<file path="config.mk">
export PLATFORM = sky130hd
export DESIGN_NAME = pedestrian_crossing_signal_fsm_top
export DESIGN_NICKNAME = d
export VERILOG_FILES = /design/src/hw/rtl/pcs_pkg.sv /design/src/hw/rtl/pcs_cfg_regs.sv /design/src/hw/rtl/pcs_core.sv /design/src/hw/rtl/pedestrian_crossing_signal_fsm_top.sv
export VERILOG_INCLUDE_DIRS = /design/src /design/src/hw/rtl
export SDC_FILE = /design/constraint.sdc
export NUM_CORES = 1
export LEC_CHECK = 0
export ABC_CLOCK_PERIOD_IN_PS = 6700
export BUFFER_PORTS_ARGS = -buffer_cell sky130_fd_sc_hd__buf_2
export CORE_MARGIN = 5
export CORE_UTILIZATION = 60
export CTS_BUF_LIST = sky130_fd_sc_hd__clkbuf_16
export CTS_CLUSTER_SIZE = 8
export DETAILED_ROUTE_END_ITERATION = 8
export PLACE_DENSITY = 0.78
export SLEW_MARGIN = 30
export SYNTH_ARGS = -nofsm -noshare
export SYNTH_HDL_FRONTEND = slang
export SYNTH_HIERARCHICAL = 1
export SYNTH_SLANG_ARGS = --single-unit
</file>
<file path="constraint.sdc">
create_clock -name clk -period 6.7 [get_ports clk]
set_clock_uncertainty 0.05 [all_clocks]
set_input_delay 1.005 -clock clk [delete_from_list [all_inputs] [get_ports clk]]
set_output_delay 1.005 -clock clk [all_outputs]
set_load 0.005 [all_outputs]
</file>
<file path="src/hw/rtl/pedestrian_crossing_signal_fsm_top_macros.svh">
// Assertion macros for the pedestrian crossing signal RTL.
`ifndef PEDESTRIAN_CROSSING_SIGNAL_FSM_TOP_MACROS_SVH
`define PEDESTRIAN_CROSSING_SIGNAL_FSM_TOP_MACROS_SVH
`ifndef NO_ASSERTIONS
`define PCS_ASSERT_IMP(lbl, ante, cons, msg) \
    lbl: assert property (@(posedge clk) disable iff (!rst_n) (ante) |-> (cons)) \
        else $error(msg);
`define PCS_ASSERT_NXT(lbl, ante, cons, msg) \
    lbl: assert property (@(posedge clk) disable iff (!rst_n) (ante) |=> (cons)) \
        else $error(msg);
`else
`define PCS_ASSERT_IMP(lbl, ante, cons, msg)
`define PCS_ASSERT_NXT(lbl, ante, cons, msg)
`endif
`endif

</file>
<file path="src/hw/rtl/pcs_pkg.sv">
// Types and constants of the pedestrian crossing signal controller.
`timescale 1ns / 1ps
`default_nettype none
package pcs_pkg;

    typedef struct packed {
        logic        button_press;
        logic        auto_enable;
        logic [1:0]  light_phase;
        logic [15:0] phase_time_left;
    } tick_t;

    typedef struct packed {
        logic       red_lamp;
        logic       green_lamp;
        logic [9:0] buzzer_level;
        logic [2:0] walk_state;
    } result_t;

    typedef struct packed {
        logic [9:0]  tick_ms;
        logic [15:0] stop_period;
        logic [15:0] allow_period;
        logic [9:0]  stop_pulse;
        logic [9:0]  allow_pulse;
        logic [15:0] louder_threshold;
        logic [15:0] blink_period;
    } cfg_t;

    typedef enum logic [2:0] {
        CFG_TICK_MS          = 3'd0,
        CFG_STOP_PERIOD      = 3'd1,
        CFG_ALLOW_PERIOD     = 3'd2,
        CFG_STOP_PULSE       = 3'd3,
        CFG_ALLOW_PULSE      = 3'd4,
        CFG_LOUDER_THRESHOLD = 3'd5,
        CFG_BLINK_PERIOD     = 3'd6
    } cfg_idx_t;

    typedef enum logic [4:0] {
        MODE_OFF   = 5'b00001,
        MODE_REQ   = 5'b00010,
        MODE_STOP  = 5'b00100,
        MODE_ALLOW = 5'b01000,
        MODE_LOUD  = 5'b10000
    } mode_t;

    localparam logic [2:0] WS_OFF   = 3'd0;
    localparam logic [2:0] WS_REQ   = 3'd1;
    localparam logic [2:0] WS_STOP  = 3'd2;
    localparam logic [2:0] WS_ALLOW = 3'd3;
    localparam logic [2:0] WS_LOUD  = 3'd4;

    localparam logic [1:0] PH_GREEN  = 2'd0;
    localparam logic [1:0] PH_YELLOW = 2'd1;
    localparam logic [1:0] PH_RED    = 2'd2;

    localparam logic [15:0] INTERVAL_STEP   = 16'd200;
    localparam logic [15:0] INTERVAL_REDUCE = 16'd400;
    localparam logic [10:0] PULSE_STEP      = 11'd100;
    localparam logic [10:0] PULSE_CAP       = 11'd950;
    localparam logic [10:0] PULSE_MAX       = 11'd1023;

    localparam cfg_t CFG_RESET = '{
        tick_ms:          10'd10,
        stop_period:      16'd1000,
        allow_period:     16'd500,
        stop_pulse:       10'd300,
        allow_pulse:      10'd500,
        louder_threshold: 16'd3,
        blink_period:     16'd250
    };

endpackage
`default_nettype wire

</file>
<file path="src/hw/rtl/pcs_cfg_regs.sv">
// Configuration register file of the pedestrian crossing signal controller.
`timescale 1ns / 1ps
`default_nettype none
module pcs_cfg_regs
    import pcs_pkg::*;
(
    input  wire logic        clk,
    input  wire logic        rst_n,
    input  wire logic        cfg_valid,
    output logic             cfg_ready,
    input  wire logic [2:0]  cfg_index,
    input  wire logic [15:0] cfg_data,
    output cfg_t             cfg
);

    cfg_t cfg_reg;
    cfg_t cfg_next;

    assign cfg_ready = 1'b1;
    assign cfg       = cfg_reg;

    always_comb
    begin
        cfg_next = cfg_reg;
        if (cfg_valid)
        begin
            unique case (cfg_idx_t'(cfg_index))
                CFG_TICK_MS:          cfg_next.tick_ms          = cfg_data[9:0];
                CFG_STOP_PERIOD:      cfg_next.stop_period      = cfg_data;
                CFG_ALLOW_PERIOD:     cfg_next.allow_period     = cfg_data;
                CFG_STOP_PULSE:       cfg_next.stop_pulse       = cfg_data[9:0];
                CFG_ALLOW_PULSE:      cfg_next.allow_pulse      = cfg_data[9:0];
                CFG_LOUDER_THRESHOLD: cfg_next.louder_threshold = cfg_data;
                CFG_BLINK_PERIOD:     cfg_next.blink_period     = cfg_data;
                default:              cfg_next = cfg_reg;
            endcase
        end
    end

    always_ff @(posedge clk or negedge rst_n)
    begin
        if (!rst_n)
        begin
            cfg_reg <= CFG_RESET;
        end
        else
        begin
            cfg_reg <= cfg_next;
        end
    end

endmodule
`default_nettype wire

</file>
<file path="src/hw/rtl/pcs_core.sv">
// Mode state machine, beep and blink timers of one crossing direction.
`timescale 1ns / 1ps
`default_nettype none
module pcs_core
    import pcs_pkg::*;
(
    input  wire logic  clk,
    input  wire logic  rst_n,
    input  wire cfg_t  cfg,
    input  wire logic  advance,
    input  wire tick_t tick,
    output result_t    res
);

    mode_t       mode_reg,          mode_next;
    logic        beep_on_reg,       beep_on_next;
    logic [15:0] beep_timer_reg,    beep_timer_next;
    logic [15:0] blink_timer_reg,   blink_timer_next;
    logic [15:0] beep_interval_reg, beep_interval_next;
    logic [9:0]  beep_pulse_reg,    beep_pulse_next;
    logic        green_held_reg,    green_held_next;
    logic [9:0]  compare_held_reg,  compare_held_next;
    logic        red;
    logic [10:0] pulse_sum;
    logic [2:0]  walk;

    function automatic logic [15:0] count_down(input logic [15:0] t, input logic [9:0] step);
        logic [15:0] s;
        s = {6'd0, step};
        return (t > s) ? (t - s) : 16'd0;
    endfunction

    always_comb
    begin
        mode_next          = mode_reg;
        beep_on_next       = beep_on_reg;
        beep_interval_next = beep_interval_reg;
        beep_pulse_next    = beep_pulse_reg;
        green_held_next    = green_held_reg;
        compare_held_next  = compare_held_reg;
        beep_timer_next    = count_down(beep_timer_reg, cfg.tick_ms);
        blink_timer_next   = count_down(blink_timer_reg, cfg.tick_ms);
        red                = 1'b0;
        pulse_sum          = '0;

        // transition and entry actions
        unique case (mode_reg)
            MODE_REQ:
            begin
                if (tick.light_phase == PH_GREEN || tick.light_phase == PH_YELLOW)
                begin
                    beep_timer_next   = cfg.stop_period;
                    compare_held_next = cfg.stop_pulse;
                    beep_on_next      = 1'b1;
                    mode_next         = MODE_STOP;
                end
                else if (tick.light_phase == PH_RED)
                begin
                    beep_timer_next   = cfg.allow_period;
                    compare_held_next = cfg.allow_pulse;
                    beep_on_next      = 1'b1;
                    mode_next         = MODE_ALLOW;
                end
                if (!tick.auto_enable)
                begin
                    mode_next = MODE_OFF;
                end
            end
            MODE_STOP:
            begin
                if (tick.light_phase == PH_RED)
                begin
                    beep_timer_next   = cfg.allow_period;
                    compare_held_next = cfg.allow_pulse;
                    beep_on_next      = 1'b1;
                    mode_next         = MODE_ALLOW;
                end
                if (!tick.auto_enable)
                begin
                    mode_next = MODE_OFF;
                end
            end
            MODE_ALLOW:
            begin
                if (tick.phase_time_left <= cfg.louder_threshold && tick.auto_enable)
                begin
                    blink_timer_next   = cfg.blink_period;
                    beep_interval_next = (cfg.allow_period >= INTERVAL_STEP)
                                         ? cfg.allow_period - INTERVAL_STEP : 16'd0;
                    pulse_sum          = {1'b0, cfg.allow_pulse} + PULSE_STEP;
                    beep_pulse_next    = (pulse_sum > PULSE_MAX) ? 10'h3ff : pulse_sum[9:0];
                    beep_timer_next    = beep_interval_next;
                    compare_held_next  = beep_pulse_next;
                    beep_on_next       = 1'b1;
                    mode_next          = MODE_LOUD;
                end
                if (!tick.auto_enable)
                begin
                    mode_next = MODE_OFF;
                end
            end
            MODE_LOUD:
            begin
                if (tick.light_phase == PH_GREEN || !tick.auto_enable)
                begin
                    mode_next = MODE_OFF;
                end
            end
            default:
            begin
                mode_next = (tick.button_press && tick.auto_enable) ? MODE_REQ : MODE_OFF;
            end
        endcase

        // action of the new state
        unique case (mode_next)
            MODE_STOP:
            begin
                red             = 1'b1;
                green_held_next = 1'b0;
                if (beep_timer_next == 16'd0)
                begin
                    beep_timer_next   = cfg.stop_period;
                    beep_on_next      = !beep_on_next;
                    compare_held_next = beep_on_next ? cfg.stop_pulse : 10'd0;
                end
            end
            MODE_ALLOW:
            begin
                green_held_next = 1'b1;
                if (beep_timer_next == 16'd0)
                begin
                    beep_timer_next   = cfg.allow_period;
                    beep_on_next      = !beep_on_next;
                    compare_held_next = beep_on_next ? cfg.allow_pulse : 10'd0;
                end
            end
            MODE_LOUD:
            begin
                if (blink_timer_next == 16'd0)
                begin
                    blink_timer_next = cfg.blink_period;
                    green_held_next  = !green_held_next;
                end
                if (beep_timer_next == 16'd0)
                begin
                    if (beep_on_next)
                    begin
                        beep_on_next      = 1'b0;
                        compare_held_next = 10'd0;
                    end
                    else
                    begin
                        // shorter and louder with each new beep
                        beep_on_next = 1'b1;
                        if (beep_interval_next >= INTERVAL_REDUCE)
                        begin
                            beep_interval_next = beep_interval_next - INTERVAL_STEP;
                        end
                        if (({1'b0, beep_pulse_next} + PULSE_STEP) <= PULSE_CAP)
                        begin
                            beep_pulse_next = beep_pulse_next + PULSE_STEP[9:0];
                        end
                        compare_held_next = beep_pulse_next;
                    end
                    beep_timer_next = beep_interval_next;
                end
            end
            default:
            begin
                green_held_next   = 1'b0;
                compare_held_next = 10'd0;
            end
        endcase
    end

    always_comb
    begin
        unique case (mode_next)
            MODE_REQ:   walk = WS_REQ;
            MODE_STOP:  walk = WS_STOP;
            MODE_ALLOW: walk = WS_ALLOW;
            MODE_LOUD:  walk = WS_LOUD;
            default:    walk = WS_OFF;
        endcase
    end

    assign res.red_lamp     = red;
    assign res.green_lamp   = green_held_next;
    assign res.buzzer_level = compare_held_next;
    assign res.walk_state   = walk;

    always_ff @(posedge clk or negedge rst_n)
    begin
        if (!rst_n)
        begin
            mode_reg          <= MODE_OFF;
            beep_on_reg       <= 1'b0;
            beep_timer_reg    <= 16'd0;
            blink_timer_reg   <= 16'd0;
            beep_interval_reg <= CFG_RESET.stop_period;
            beep_pulse_reg    <= CFG_RESET.stop_pulse;
            green_held_reg    <= 1'b0;
            compare_held_reg  <= 10'd0;
        end
        else if (advance)
        begin
            mode_reg          <= mode_next;
            beep_on_reg       <= beep_on_next;
            beep_timer_reg    <= beep_timer_next;
            blink_timer_reg   <= blink_timer_next;
            beep_interval_reg <= beep_interval_next;
            beep_pulse_reg    <= beep_pulse_next;
            green_held_reg    <= green_held_next;
            compare_held_reg  <= compare_held_next;
        end
    end

endmodule
`default_nettype wire

</file>
<file path="src/hw/rtl/pedestrian_crossing_signal_fsm_top.sv">
// Pedestrian crossing signal controller for one crossing direction.
//
// Tick channel: tick_valid / tick_stall / tick carry one scheduler tick
// (button event, auto mode, vehicle light phase, time left in phase). A
// transfer happens on a rising edge with tick_valid high and tick_stall low.
// Result channel: res_valid / res_stall / res give one result per tick
// (red lamp, green lamp, buzzer compare value, walk state code).
// Configuration: cfg_valid / cfg_ready with cfg_index and cfg_data; cfg_ready
// is always high. Write only while no tick is in flight.
// Path: a tick is registered in the tick register, evaluated against the mode
// and timer state, and its result is registered in the result register that
// drives res. Throughput: one tick per cycle unless the result stalls; the
// state update is a single pass of count-down, transition and action logic.
// Reset: mode off, timers expired, lamps dark, buzzer silent, configuration
// back to its reset values, both pipeline registers empty.
// Receiver stall: the result register holds; the tick register holds its
// tick behind it, and tick_stall rises while both are full and stalled.
`timescale 1ns / 1ps
`default_nettype none
`include "pedestrian_crossing_signal_fsm_top_macros.svh"
module pedestrian_crossing_signal_fsm_top
    import pcs_pkg::*;
(
    input  wire logic        clk,
    input  wire logic        rst_n,
    input  wire logic        tick_valid,
    output logic             tick_stall,
    input  wire tick_t       tick,
    output logic             res_valid,
    input  wire logic        res_stall,
    output result_t          res,
    input  wire logic        cfg_valid,
    output logic             cfg_ready,
    input  wire logic [2:0]  cfg_index,
    input  wire logic [15:0] cfg_data
);

    cfg_t    cfg;
    logic    s1_valid_reg, s1_valid_next;
    tick_t   s1_data_reg;
    logic    out_valid_reg, out_valid_next;
    result_t out_data_reg;
    result_t core_res;
    logic    advance;
    logic    take;

    pcs_cfg_regs u_cfg (
        .clk       (clk),
        .rst_n     (rst_n),
        .cfg_valid (cfg_valid),
        .cfg_ready (cfg_ready),
        .cfg_index (cfg_index),
        .cfg_data  (cfg_data),
        .cfg       (cfg)
    );

    pcs_core u_core (
        .clk     (clk),
        .rst_n   (rst_n),
        .cfg     (cfg),
        .advance (advance),
        .tick    (s1_data_reg),
        .res     (core_res)
    );

    // move the registered tick into the result register when it has room
    assign advance    = s1_valid_reg && (!out_valid_reg || !res_stall);
    assign tick_stall = s1_valid_reg && !advance;
    assign take       = tick_valid && !tick_stall;

    assign res_valid = out_valid_reg;
    assign res       = out_data_reg;

    always_comb
    begin
        s1_valid_next  = take ? 1'b1 : (advance ? 1'b0 : s1_valid_reg);
        out_valid_next = advance ? 1'b1 : (res_stall ? out_valid_reg : 1'b0);
    end

    always_ff @(posedge clk or negedge rst_n)
    begin
        if (!rst_n)
        begin
            s1_valid_reg  <= 1'b0;
            out_valid_reg <= 1'b0;
        end
        else
        begin
            s1_valid_reg  <= s1_valid_next;
            out_valid_reg <= out_valid_next;
        end
    end

    always_ff @(posedge clk)
    begin
        if (take)
        begin
            s1_data_reg <= tick;
        end
        if (advance)
        begin
            out_data_reg <= core_res;
        end
    end

    `PCS_ASSERT_NXT(a_stall_holds_tick, tick_stall, s1_valid_reg,
                    "stalled tick dropped from input register")
    `PCS_ASSERT_NXT(a_advance_fills_out, advance, out_valid_reg,
                    "evaluated tick did not reach result register")
    `PCS_ASSERT_IMP(a_stall_cause, tick_stall, out_valid_reg && res_stall,
                    "tick stall without a blocked result")
    `PCS_ASSERT_IMP(a_lamps_exclusive, out_valid_reg,
                    !(out_data_reg.red_lamp && out_data_reg.green_lamp),
                    "red and green lamps on together")

endmodule
`default_nettype wire

</file>
**After elaboration in Yosys (flattened, before gate mapping)**

Cells that the tools add are included.

- Register bits after elaboration: 206
- Input bits: 44
- Output and inout bits: 18

- Add/sub/neg operators: 7
- Magnitude comparators: 7
- Equal/unequal tests: 17
- Multiplexer cells: 64
- Reduce and logical (&&, ||, !) cells: 28

Operator list:

| kind | count |
|---|---|
| 16-bit 2-to-1 mux | 19 |
| 10-bit 2-to-1 mux | 16 |
| 16-bit one-hot mux with 3 select lines | 2 |
| 10-bit one-hot mux with 3 select lines | 2 |
| 5-bit 2-to-1 mux | 7 |
| 16-bit by 10-bit greater-than comparator with 1-bit output | 2 |
| 16-bit logical NOT | 2 |
| 16-bit by 10-bit subtractor with 16-bit output | 2 |
| 16-bit by 8-bit subtractor with 16-bit output, second input constant | 2 |
| 10-bit by 7-bit adder with 11-bit output, second input constant | 2 |
| 5-bit one-hot mux with 4 select lines | 1 |
| 16-bit by 8-bit >= comparator with 1-bit output, second input constant | 1 |
| 16-bit by 9-bit >= comparator with 1-bit output, second input constant | 1 |
| 16-bit less-or-equal comparator | 1 |
| 2-bit AND reduction | 7 |
| 1-bit 2-to-1 mux | 12 |
| 3-bit one-hot mux with 4 select lines | 1 |
| 11-bit by 10-bit greater-than comparator with 1-bit output, second input constant | 1 |
| 11-bit by 10-bit less-or-equal comparator with 1-bit output, second input constant | 1 |
| 10-bit by 7-bit adder with 10-bit output, second input constant | 1 |
| 5-bit by 2-bit == test with 1-bit output, second input constant | 2 |
| 5-bit by 3-bit == test with 1-bit output, second input constant | 2 |
| 5-bit by 4-bit == test with 1-bit output, second input constant | 2 |
| 5-bit == test, second input constant | 2 |
| 16 further kinds | 32 |

**Depth between registers and ports, before layout**

Gate-level depths: netlist of run 1.

- Depth after elaboration: 11
- Depth in mapped cells: 26
- Gate-level depth less buffers: 20

**By module**

Netlist of run 1, hierarchy kept.

By module, submodules not included:

| module | instances | cells each | area each (um^2) | seq. area each (um^2) |
|---|---|---|---|---|
| pcs_core | 1 | 1174 | 8684.6 | 1890.6 |
| pcs_cfg_regs | 1 | 206 | 3722.3 | 2392.3 |
| pedestrian_crossing_signal_fsm_top | 1 | 43 | 1143.6 | 1101.1 |

**Least setup slack after synthesis of run 1**

No wires, ideal clock.

- Path type: flip-flop to flip-flop
- Start point: register s1_data_reg[15] in the netlist's numbering
- End point: register out_data_reg, in the netlist res[6] (data pin)
- Arrival: 5.471 ns
- Data required time: 6.503 ns
- Path slack: 1.033 ns
- Cell stages (with the launch flop): 23
- Clock period less this slack: 5.667 ns
- Cell sequence: edfxtp_1 > ha_1 > nand4_1 > nor3_1 > a2111oi_1 > a31o_2 > buf_2 > buf_2 > buf_2 > buf_2 > buf_1 > nor2_1 > a31oi_1 > ha_1 > o21ai_0 > or2_1 > or4_1 > a32oi_1 > or2_1 > buf_6 > mux2i_1 > or4_1 > a21oi_1

RTL lines:

| what | line | text |
|---|---|---|
| start, declared | pedestrian_crossing_signal_fsm_top.sv:40 | `tick_t s1_data_reg;` |
| start signal, assigned | pedestrian_crossing_signal_fsm_top.sv:98 | `s1_data_reg <= tick;` |
| end signal, assigned | pedestrian_crossing_signal_fsm_top.sv:102 | `out_data_reg <= core_res;` |
| end, declared | pedestrian_crossing_signal_fsm_top.sv:42 | `result_t out_data_reg;` |

==> impl_metrics.json, run 1 <==
{
  "die_y_um": 160.3,
  "post_cts_buffers": 0,
  "first_pass_iters": 6,
  "place_ws_ns": 0.9165,
  "cts_sinks": 206,
  "worst_slew_pin_slew_ns": 1.014,
  "fin_tns_setup_ns": 0,
  "root_buffer": "clkbuf_16",
  "core_um2": 22430,
  "drt-total-wl_um": 43850,
  "rr_worst_depth": 16,
  "hold_viol_final": 0,
  "dp_hpwl_um": 30300,
  "initialDrtViolationCount": 1687,
  "r2r_start": "u_cfg/cfg[34]",
  "timing.reg2reg.setup_slack_ns": 0.79,
  "yosysTopAreaCell": "dfrtp_1",
  "drive_gt1_frac": 0.2020,
  "synth_top_cell_area_share": 0.2364,
  "arrival_ns": 6.25,
  "post-route-cell-area_um2": 14890,
  "whs_ns": 0.3943,
  "nets": 1538,
  "area_growth_pct": 9.907,
  "rows": 55,
  "cp_cell_sequence": "ha_1 > xnor2_1 > or3_4 > or4_4 > o41ai_4 > nand2_2 > a31oi_1 > ha_1 > o21ai_0 > or2_1 > or4_1 > a32oi_1 > or2_1 > mux2i_1 > or4_1 > a21oi_1",
  "wl_per_cell_um": 24.96,
  "syn_nets": 1511,
  "path_clk_slew_ns": 0.06,
  "cts_hold_buf": 0,
  "fin_ws_ns": 0.7908,
  "hold_path.class": "input pin to asynchronous set/reset pin",
  "finalCritPeriodShare": 0.8820,
  "slew_violations": 0,
  "r2r-end": "res[6]",
  "worst-path-max-fanout": 11,
  "start_kind": "flip-flop",
  "cts_tree": "built",
  "ctsResizeCount": 0,
  "vias_per_cell": 6.842,
  "yosys-top-cells-area": "dfrtp_1, dfstp_2, edfxtp_1",
  "clock_latency_ns": 0.55,
  "final_cells": 1757,
  "overflow": 0,
  "clk_path_buf_depth": 3,
  "setup-violations-final": 0,
  "cp_slowest_cell": "dfstp_2",
  "fmax_mhz": 169.2,
  "rsz0062_at_grt": "no",
  "numCtsBuffers": 29,
  "status": "completed",
  "end_kind": "flip-flop",
  "ys_seq_elements": 206,
  "critPathRequiredTime_ns": 7.04,
  "finish.utilization": 0.6639,
  "synthCells": 1423,
  "grt_first_pass_wirelength_um": 67450,
  "avgSynthCellArea_um2": 9.522,
  "ys_warn_count": 6,
  "portBuffers": 60,
  "vias": 12020,
  "cpPeakStageDelay_ns": 0.59,
  "antenna_found_initial": 0,
  "placedCellCount": 1702,
  "ant_nets": 0,
  "pin_count": 62,
  "drcViolationCount": 0,
  "gp_congestion": 1.048,
  "cts_max_level": 1,
  "synth_common_cells": "dfrtp_1, nor2_1, nand2_1, a21oi_1, mux2_2",
  "synth_most_common_cell": "dfrtp_1",
  "power_mw": 5.426,
  "die_area_um2": 25690,
  "largest_reg_flops": 94,
  "relSlewSlack": 0.3242,
  "ir_drop_uv": 314.8,
  "grt_max_degree": 122,
  "die-width_um": 160.3,
  "fin_crit_ns": 5.909,
  "p_leak_nw": 6.158,
  "synth-main-ff-cell": "dfrtp_1",
  "startpoint": "u_cfg/cfg[34]",
  "grt_pass1_vias": 11730,
  "n_fill_cell": 1762,
  "synthArstFlopShare": 0.8301,
  "place_area_um2": 14040,
  "ys_seq_area_frac": 0.3973,
  "ys_types": 92,
  "cap_violations": 0,
  "critPathKind": "flip-flop to flip-flop",
  "synth_area_um2": 13550,
  "powerDensity_nw_per_um2": 364.3,
  "crit_path_end": "res[6]",
  "synth-edff-count": 35,
  "start_util": 0.6040,
  "grtUsageTotal": 0.3322
}
[cell usage in the layout (no fill, tap or decap), types with 20 or more instances in the layout]
master     count
dfrtp_1      128
nor2_1       108
nand2_1      105
a21oi_1       93
mux2_2        89
inv_1         77
o21ai_0       70
buf_2         59
nor3_1        49
dfstp_2       43
xnor2_1       42
ha_1          42
edfxtp_1      35
nand3_1       33
clkbuf_16     29
a31oi_1       24
buf_4         23
mux2_4        20
or3_1         20
[logic make-up (layout without fill, tap and decap cells)]
group	Yosys count	in the layout	share of synthesized area
AO/OA/AOI/OAI	396	396	0.1975
XOR/XNOR	61	61	0.03943
adder cells (fa/ha/maj)	44	44	0.04174
buffers and inverters	148	195	0.04857
flip-flops	206	206	0.3973
multiplexers	129	129	0.1118
other	1	3	0.0002767
AND/OR/NAND/NOR	438	438	0.1633
[power by group]
| part | total (mW) | internal (mW) | switching, mW |
|---|---|---|---|
| sequential | 1.90 | 1.59 | 0.308 |
| combinational | 2.22 | 0.924 | 1.29 |
| clock | 1.31 | 0.765 | 0.545 |
| total | 5.43 | 3.28 | 2.15 |
[area by class of cell]
cell class              instances  area [um2]  share of cell area
flip-flops and latches        206        5384              0.3615
clock inverters                22       82.58            0.005545
well taps                     285       356.6             0.02394
repair buffers                 87       553.0             0.03713
diodes                          2       5.005           0.0003361
multi-input cells            1069        7572              0.5084
clock buffers                  29       725.7             0.04873
inverters                      57       214.0             0.01437
[critical path: cells and delay by family, from the launching register on]
family                     cells  cell delay (ns)
adders and majority gates      2             0.60
muxes                          1             0.15
DFF                            1             0.59
xor gates and xnor gates       1             0.16
and+or+nand+nor                7             2.76
AOI/OAI and AO/OA              5             1.44
[layer usage]
metal,part of all wire,vias up,GRT usage
met3,0.11,124,0.09368
met4,0.041,0,0.1255
met2,0.43,727,0.4911
li1,-,5362,-
met1,0.42,5808,0.4671
met5,0,-,0
[worst min-delay path by stage]
stage                               start                    endpoint  slack (ns)
2_1_floorplan  u_core/compare_held_reg[9]  u_core/compare_held_reg[9]        0.40
3_3_place_gp   u_core/compare_held_reg[9]  u_core/compare_held_reg[9]        0.41
3_5_place_dp     u_core/beep_pulse_reg[9]    u_core/beep_pulse_reg[9]        0.43
4_1_cts        u_core/compare_held_reg[9]  u_core/compare_held_reg[9]        0.45
5_1_grt                     u_cfg/cfg[26]               u_cfg/cfg[26]        0.46
6_report                            rst_n    u_core/beep_timer_reg[7]        0.39
Note: power is estimated with default switching activity, not from simulation.
==> run 2, diff against run 1 <==
--- a/config.mk
+++ b/config.mk
@@ -6,11 +6,12 @@
 export SDC_FILE = /design/constraint.sdc
 export NUM_CORES = 1
 export LEC_CHECK = 0
-export ABC_CLOCK_PERIOD_IN_PS = 6700
+export ABC_CLOCK_PERIOD_IN_PS = 6200
 export BUFFER_PORTS_ARGS = -buffer_cell sky130_fd_sc_hd__buf_2
+export CAP_MARGIN = 0
 export CORE_MARGIN = 5
 export CORE_UTILIZATION = 60
-export CTS_BUF_LIST = sky130_fd_sc_hd__clkbuf_16
+export CTS_BUF_LIST = sky130_fd_sc_hd__clkbuf_8 sky130_fd_sc_hd__clkbuf_16
 export CTS_CLUSTER_SIZE = 8
 export DETAILED_ROUTE_END_ITERATION = 8
 export PLACE_DENSITY = 0.78
==> constraint.sdc (replaced) <==
create_clock -name clk -period 6.2 [get_ports clk]
set_clock_uncertainty 0.05 [all_clocks]
set_input_delay 0.93 -clock clk [delete_from_list [all_inputs] [get_ports clk]]
set_output_delay 0.93 -clock clk [all_outputs]
set_load 0.005 [all_outputs]
==> run 2 against run 1 <==
Against the previous run: final area is 0.18% higher; core utilization increased by 0.12 points; power is 8.7% higher; maximum frequency increased by 1.0%; largest power group unchanged; critical path depth stayed put; global-route usage up 0.73 points; sequential share of layout area fell by 0.064 points; worst setup slack worse by 0.44 ns; sequential power up 8%; highest routed layer is now met5.
==> impl_metrics.json, run 2 (synthesis gave the netlist of run 1 again) <==
{
  "cp_cell_sequence": "ha_1 > xnor2_1 > or3_4 > or4_4 > o41ai_4 > nand2_2 > a31oi_1 > ha_1 > o21ai_0 > or2_1 > or4_1 > a32oi_1 > or2_1 > mux2i_1 > or4_1 > a21oi_1",
  "dp_hpwl_um": 31210,
  "grt_pass1_vias": 11640,
  "whs_ns": 0.3598,
  "end_kind": "flip-flop",
  "rows": 55,
  "timing.reg2reg.setup_slack_ns": 0.35,
  "r2r-end": "res[6]",
  "nets": 1543,
  "portBuffers": 60,
  "drcViolationCount": 0,
  "root_buffer": "clkbuf_16",
  "ant_nets": 0,
  "cpLargestDelayFamily": "simple AND/OR/NAND/NOR gates",
  "rsz0062_at_grt": "no",
  "post-route-cell-area_um2": 14920,
  "relSlewSlack": 0.3732,
  "placedCellCount": 1709,
  "hold_viol_final": 0,
  "fmax_mhz": 171.0,
  "final_common_cell": "dfrtp_1",
  "worst_slew_pin_slew_ns": 0.9403,
  "die_y_um": 160.3,
  "r2r_start": "u_cfg/cfg[34]",
  "die_area_um2": 25690,
  "path_buf_inv": 0,
  "cts_max_level": 1,
  "arrival_ns": 6.21,
  "final_cell_mix": "dfrtp_1, nor2_1, nand2_1, a21oi_1, mux2_2",
  "hold_path.class": "input pin to asynchronous set/reset pin",
  "post_cts_buffers": 0,
  "cap_violations": 0,
  "cts_tree": "built",
  "largest_reg_flops": 94,
  "start_util": 0.6040,
  "area_growth_pct": 10.10,
  "path_clk_slew_ns": 0.05,
  "ctsResizeCount": 0,
  "powerDensity_nw_per_um2": 395.3,
  "cts_sinks": 206,
  "clk_path_buf_depth": 3,
  "rr_worst_depth": 16,
  "grt_first_pass_wirelength_um": 68770,
  "insertedDiodeCount": 0,
  "grtUsageTotal": 0.3395,
  "fin_crit_ns": 5.848,
  "n_fill_cell": 1793,
  "wl_per_cell_um": 25.10,
  "drt-total-wl_um": 44260,
  "slew_violations": 0,
  "initialDrtViolationCount": 1651,
  "finalCritPeriodShare": 0.9433,
  "overflow": 0,
  "die-width_um": 160.3,
  "pin_count": 62,
  "cp_slowest_cell": "dfstp_2",
  "antenna_found_initial": 2,
  "cts_hold_buf": 0,
  "vias": 12130,
  "start_kind": "flip-flop",
  "critPathKind": "flip-flop to flip-flop",
  "cpPeakStageDelay_ns": 0.60,
  "numCtsBuffers": 29,
  "drive_gt1_frac": 0.2064,
  "status": "completed",
  "final_cells": 1763,
  "first_pass_iters": 7,
  "place_area_um2": 14080,
  "p_leak_nw": 6.190,
  "fin_tns_setup_ns": 0,
  "clock_latency_ns": 0.57,
  "critPathRequiredTime_ns": 6.56,
  "worst-path-max-fanout": 11,
  "core_um2": 22430,
  "grt_max_degree": 75,
  "ir_drop_uv": 271.8,
  "gp_congestion": 1.008,
  "setup-violations-final": 0,
  "vias_per_cell": 6.883
}
## run 2: layout make-up
type                    count  area [um2]  area share
inverters                  57       214.0     0.01434
multi-input cells        1069        7582      0.5082
repair buffers             92       546.8     0.03665
flip-flops and latches    206        5384      0.3609
clock inverters            25       110.1    0.007380
clock buffers              29       725.7     0.04864
well taps                 285       356.6     0.02390
## run 2: report_power, final
group	total, mW	switching (mW)	internal, mW
sequential	2.05	0.335	1.72
combinational	2.40	1.40	0.998
clock	1.45	0.610	0.837
total	5.90	2.35	3.55
## run 2: worst max path at each step
stage | from | endpoint | slack, ns | cells after the start
after global placement | u_cfg/cfg[34] | res[6] | 0.55 | 16
after floorplan | s1_data_reg[15] | res[6] | 0.53 | 22
after CTS | u_cfg/cfg[34] | res[6] | 0.45 | 16
after global routing | u_cfg/cfg[34] | res[6] | 0.07 | 16
final | u_cfg/cfg[34] | res[6] | 0.35 | 16
after detailed placement | u_cfg/cfg[34] | res[6] | 0.48 | 16
## run 2: metal layers
layer,share of wire,GRT usage,vias to the layer above
li1,-,-,5370
met1,0.41,0.4882,5859
met2,0.43,0.4981,758
met3,0.12,0.08568,143
met4,0.045,0.1259,4
met5,0.00047,0,-
## run 2: metrics by stage
step,setup WS [ns],util,power [mW]
6_report,0.3517,0.6650,5.898
5_1_grt,0.07465,0.6650,6.226
4_1_cts,0.4519,0.6650,5.837
3_5_place_dp,0.4843,0.6277,4.370
3_3_place_gp,0.5484,0.6273,4.319
2_1_floorplan,0.5326,-,3.728
